[config.mk]
export PLATFORM = sky130hd
export DESIGN_NAME = sap_sqrt
export DESIGN_NICKNAME = d
export VERILOG_FILES = /design/src/sap_pkg.sv /design/src/sap_sqrt.sv
export SDC_FILE = /design/constraint.sdc
export NUM_CORES = 2
export LEC_CHECK = 0
export BUFFER_PORTS_ARGS = -buffer_cell sky130_fd_sc_hd__buf_2
export CAP_MARGIN = 5
export CORE_MARGIN = 3
export CORE_UTILIZATION = 40
export CTS_BUF_LIST = sky130_fd_sc_hd__clkbuf_4 sky130_fd_sc_hd__clkbuf_8 sky130_fd_sc_hd__clkbuf_16
export DETAILED_ROUTE_END_ITERATION = 7
export SYNTH_ARGS = -nofsm -noshare
export SYNTH_HDL_FRONTEND = slang
export SYNTH_SLANG_ARGS = --single-unit
[constraint.sdc]
create_clock -name clk -period 3.3 [get_ports clk]
set_input_delay 0.165 -clock clk [delete_from_list [all_inputs] [get_ports clk]]
set_output_delay 0.165 -clock clk [all_outputs]
set_load 0.02 [all_outputs]
[src/sap_pkg.sv]
// ----------------------------------------------------------------------------
// sap_pkg
// Shared constants, CORDIC table and register index codes for the solar
// altitude/azimuth pipeline.
// ----------------------------------------------------------------------------
package sap_pkg;

  localparam int DEF_CORDIC_STAGES = 16;

  // angles in 2^-16 degree
  localparam int AW = 26;
  // CORDIC datapath width, Q30 values
  localparam int QW = 34;
  // square root radicand width and step count
  localparam int RW = 62;
  localparam int SQ_STEPS = 31;

  localparam logic signed [AW-1:0] FULL_TURN    = 26'sd23592960;
  localparam logic signed [AW-1:0] HALF_TURN    = 26'sd11796480;
  localparam logic signed [AW-1:0] QUARTER_TURN = 26'sd5898240;

  localparam logic signed [QW-1:0] CORDIC_GAIN = 34'sd652032874;

  localparam logic [23:0] ATAN_TAB [32] = '{
    24'd2949120, 24'd1740967, 24'd919879, 24'd466945,
    24'd234379,  24'd117304,  24'd58666,  24'd29335,
    24'd14668,   24'd7334,    24'd3667,   24'd1833,
    24'd917,     24'd458,     24'd229,    24'd115,
    24'd57,      24'd29,      24'd14,     24'd7,
    24'd4,       24'd2,       24'd1,      24'd0,
    24'd0,       24'd0,       24'd0,      24'd0,
    24'd0,       24'd0,       24'd0,      24'd0
  };

  localparam logic [15:0] NOON = 16'd12288;
  localparam logic signed [31:0] NEAR_ZERO = 32'sd10737;
  localparam logic signed [34:0] Q30_ONE = 35'sd1073741824;
  localparam logic signed [20:0] AZ_FULL = 21'sd92160;
  localparam logic signed [20:0] AZ_SOUTH = 21'sd46080;
  localparam logic signed [18:0] ELEV_LIMIT = 19'sd23040;

  typedef enum logic [2:0] {
    REG_LATITUDE         = 3'd0,
    REG_DECLINATION      = 3'd1,
    REG_TURN_CLOCKWISE   = 3'd2,
    REG_AZIMUTH_OFFSET   = 3'd3,
    REG_ELEVATION_OFFSET = 3'd4
  } reg_index_t;

endpackage

[src/sap_sqrt.sv]
// ----------------------------------------------------------------------------
// sap_sqrt
// Pipelined integer square root, one result bit per stage.
// ----------------------------------------------------------------------------
module sap_sqrt import sap_pkg::*; #(
  parameter int SW = 1
) (
  input  logic                  clk,
  input  logic                  rst,
  input  logic                  in_valid,
  input  logic [RW-1:0]         radicand,
  input  logic [SW-1:0]         in_side,
  output logic                  out_valid,
  output logic [SQ_STEPS-1:0]   root,
  output logic [SW-1:0]         out_side
);

  logic          vld  [SQ_STEPS+1];
  logic [SW-1:0] side [SQ_STEPS+1];
  logic [RW-1:0] v    [SQ_STEPS+1];
  logic [RW:0]   r    [SQ_STEPS+1];

  assign vld[0]  = in_valid;
  assign side[0] = in_side;
  assign v[0]    = radicand;
  assign r[0]    = '0;

  for (genvar j = 0; j < SQ_STEPS; j++) begin : g_step
    localparam logic [RW:0] BIT = (RW+1)'(1) << (2 * (SQ_STEPS - 1 - j));
    logic [RW:0] trial;
    assign trial = r[j] + BIT;
    always_ff @(posedge clk) begin
      if (rst) begin
        vld[j+1] <= 1'b0;
      end else begin
        vld[j+1] <= vld[j];
      end
      side[j+1] <= side[j];
      if ({1'b0, v[j]} >= trial) begin
        v[j+1] <= v[j] - trial[RW-1:0];
        r[j+1] <= (r[j] >> 1) + BIT;
      end else begin
        v[j+1] <= v[j];
        r[j+1] <= r[j] >> 1;
      end
    end
  end

  assign out_valid = vld[SQ_STEPS];
  assign out_side  = side[SQ_STEPS];
  assign root      = r[SQ_STEPS][SQ_STEPS-1:0];

endmodule

==> impl_metrics.ini <==
[timing]
period_minus_slack_ns = 3.28
final-hold-violation-count = 0
relSlewSlack_pct = 24.4
tightestPinTransition_ns = 1.13
setup_violations = 0
maxSlewViolCount = 0
period_share_pct = 99.4
rsz0062_at_grt = true
setup_ws_ns = 0.0202
fin_skew_ns = 0.110
fmaxAchievable_mhz = 305

[finish]
drive_gt1_share_pct = 15.0
fin_util_pct = 49.2
final_nets = 10700
area_growth_pct = 21.8
final_cells = 13300

[cts]
clk_pin_slew_ns = 0.06
cts_tree = done
cts_buffer_depth = 3
cts_root_buffer = clkbuf_16
clock_sinks = 2418
clk_latency_ns = 0.89
numCtsBuffers = 236
htree_levels = 4

[route]
drt_iter0_drc = 5632
dr_wl_met2_mm = 109
wl_met3_mm = 14.2
vias_per_cell = 5.19
routed_wirelength_mm = 258
via_count = 68900
met1Wirelength_mm = 128
drcViolationCount = 0
postRouteAntennaNets = 0
first_pass_iters = 6
highest_layer = met5
routedWlPerCell_um = 19.5

[power_and_ir_drop]
power.leakage_nw = 51.0
peakVddDrop_mv = 0.642
totalPowerFinal_w = 0.0986
power_per_cell_area_nw_per_um2 = 889

[die]
core-area_sq_um = 226000
die_h_um = 483
start_util_pct = 40.4
die_w_um = 483
rows = 174
ios = 99
dieArea_sq_um = 234000

[critical_path]
crit_path_frequent_cell = nor4_4
start_kind = flip-flop
crit_path_max_incr_delay_ns = 0.57
cp_data_required_time_ns = 4.03
cp_slowest_cell = or4b_4
critical_path_class = flip-flop to flip-flop
cp_max_fo = 7
critPathArrivalTime_ns = 4.01
cp-end-kind = flip-flop
crit_chain = inv_1, ha_1, nand2_4, nor3_4, nand4_1, nor4_4, a31oi_1, o21a_2, or4b_4, nor4_4, xor2_1

[yosys]
syn-instance-count = 9120
synth_area_leaders = dfxtp_1 53%, ha_1 7.2%, xnor2_1 4.2%
ys_ff_latch = 2418
synthFlopType = dfxtp_1
synth_cell_types = 98
async_reset_ff_share_pct = 0
synth_commonest_cells = 2418 x dfxtp_1, 668 x nor2_1, 659 x inv_1, 655 x a21oi_1, 525 x ha_1
ys_warn_count = 0
avgSynthCellArea_sq_um = 10.0
synth_nets = 9711
synth_top_area_cell = dfxtp_1
seq_area_frac_synth_pct = 53.1
yosysTopAreaCellShare_pct = 53.1
syn_area_sq_um = 91200
synth_most_common_cell = dfxtp_1
synth_edf_count = 0

[grt]
grt_pass1_vias = 67400
grt_max_degree = 46
grt_pass1_wl_mm = 397
grt_antenna_before_repair = 24
track_usage_pct = 21.4
grt.overflow.total = 0

[place]
post-place-cells = 12700
pre_cts_ws_ns = -0.593
hpwl_mm = 202
port_buffers = 98
globalplace.congestion = 0.927

[hold_path]
hp-class = input pin to flip-flop

[job]
maxCapViolations = 0

[status]
outcome = completed
final cells by class:
| type | count | area [sq um] |
|---|---|---|
| clock buffer | 315 | 6810 |
| sequential | 2418 | 48400 |
| fill | 20400 | 115000 |
| clock inverter | 128 | 1990 |
| tap | 2992 | 3740 |
| inverter | 663 | 2490 |
| timing repair buffer | 873 | 6760 |
| antenna | 9 | 22.5 |
| multi-input combinational | 5875 | 40800 |
per-stage QoR:
| stage | hold slack (ns) | TNS (ns) | instance area, sq um |
|---|---|---|---|
| detailed placement | 0.281 | -11.99 | 99500 |
| CTS | 0.00649 | -0.00449 | 110000 |
| global route | 0.152 | -1.54 | 111000 |
| floorplan | 0.193 | 0 | 91200 |
| global placement | 0.274 | -11.69 | 99500 |
| finish | 0.204 | 0 | 111000 |
sequential cells by signal, summed over array words and instances (netlist names):
name       count
out_side       1
root          31
out_valid      1
vld           30
v           1860
side          30
r            465
metal layers:
| layer | vias up | track usage [%] |
|---|---|---|
| met3 | 409 | 3.10 |
| li1 | 33700 | - |
| met4 | 8 | 6.38 |
| met1 | 32800 | 31.5 |
| met2 | 1918 | 32.2 |
| met5 | - | 0 |
placed cells by master, fill, tap and decap left out, types with 45 or more instances in the layout:
cell and instances:
clkbuf_16 237, nand2b_1 107, buf_4 631, nor3_1 226, or3_1 86, o21bai_1 45, inv_1 658, and3_1 58
nor4_1 290, dfxtp_1 2412, nand3_1 169, nor2b_1 96, a21o_1 204, ha_1 512, buf_2 99, a211oi_1 46
nand2_1 497, nor2_1 662, o21a_1 92, xnor2_1 428, nand4_1 132, xor2_1 368, a31oi_1 49, dlygate4sd3_1 130
or4_1 62, a21oi_1 642, mux2_2 78, clkbuf_8 50, o21ai_0 310
worst max-delay path, delay by kind of cell, from the launching register on:
| kind | cells | cell delay (ns) |
|---|---|---|
| buffers and inverters | 1 | 0.05 |
| XOR/XNOR | 1 | 0.28 |
| flip-flops | 1 | 0.36 |
| adder cells (fa/ha/maj) | 1 | 0.40 |
| AO/OA/AOI/OAI | 2 | 0.36 |
| AND/OR/NAND/NOR | 6 | 1.75 |
final timing paths:
kind | startpoint | slack [ns] | cells after the start | to
worst max-delay path | r[402]$_DFF_P_ | 0.02 | 11 | v[369]$_DFF_P_
worst min-delay path | radicand[60] | 0.20 | 4 | v[1920]$_DFF_P_
worst max register to register | r[402]$_DFF_P_ | 0.02 | 11 | v[369]$_DFF_P_
worst min register to register | r[522]$_DFF_P_ | 0.26 | 0 | r[458]$_DFF_P_
report_power, final:
part | internal (W) | total (W) | switching (W)
clock network | 0.0173 | 0.0292 | 0.0119
registers | 0.0357 | 0.0426 | 0.00688
logic | 0.0123 | 0.0268 | 0.0145
total | 0.0654 | 0.0986 | 0.0333
logic make-up (layout without fill, tap and decap cells):
| group | after synthesis | in the layout | share of synthesized area (%) |
|---|---|---|---|
| flip-flops | 2418 | 2418 | 53.1 |
| other | 0 | 9 | 0 |
| XOR/XNOR | 804 | 804 | 7.72 |
| buffers and inverters | 827 | 1979 | 3.47 |
| AND/OR/NAND/NOR | 2707 | 2707 | 15.4 |
| multiplexers | 97 | 97 | 1.19 |
| adder cells (fa/ha/maj) | 525 | 525 | 7.21 |
| AO/OA/AOI/OAI | 1742 | 1742 | 11.9 |
what timing repair did:
item,CTS,global route
resized for setup,40,214
buffers inserted,2,17
pin swaps,7,59
hold endpoints to repair,95,0
cloned,0,3
setup endpoints to repair,111,355
hold buffers,130,0
No activity file was read; power rests on OpenSTA's default activity.
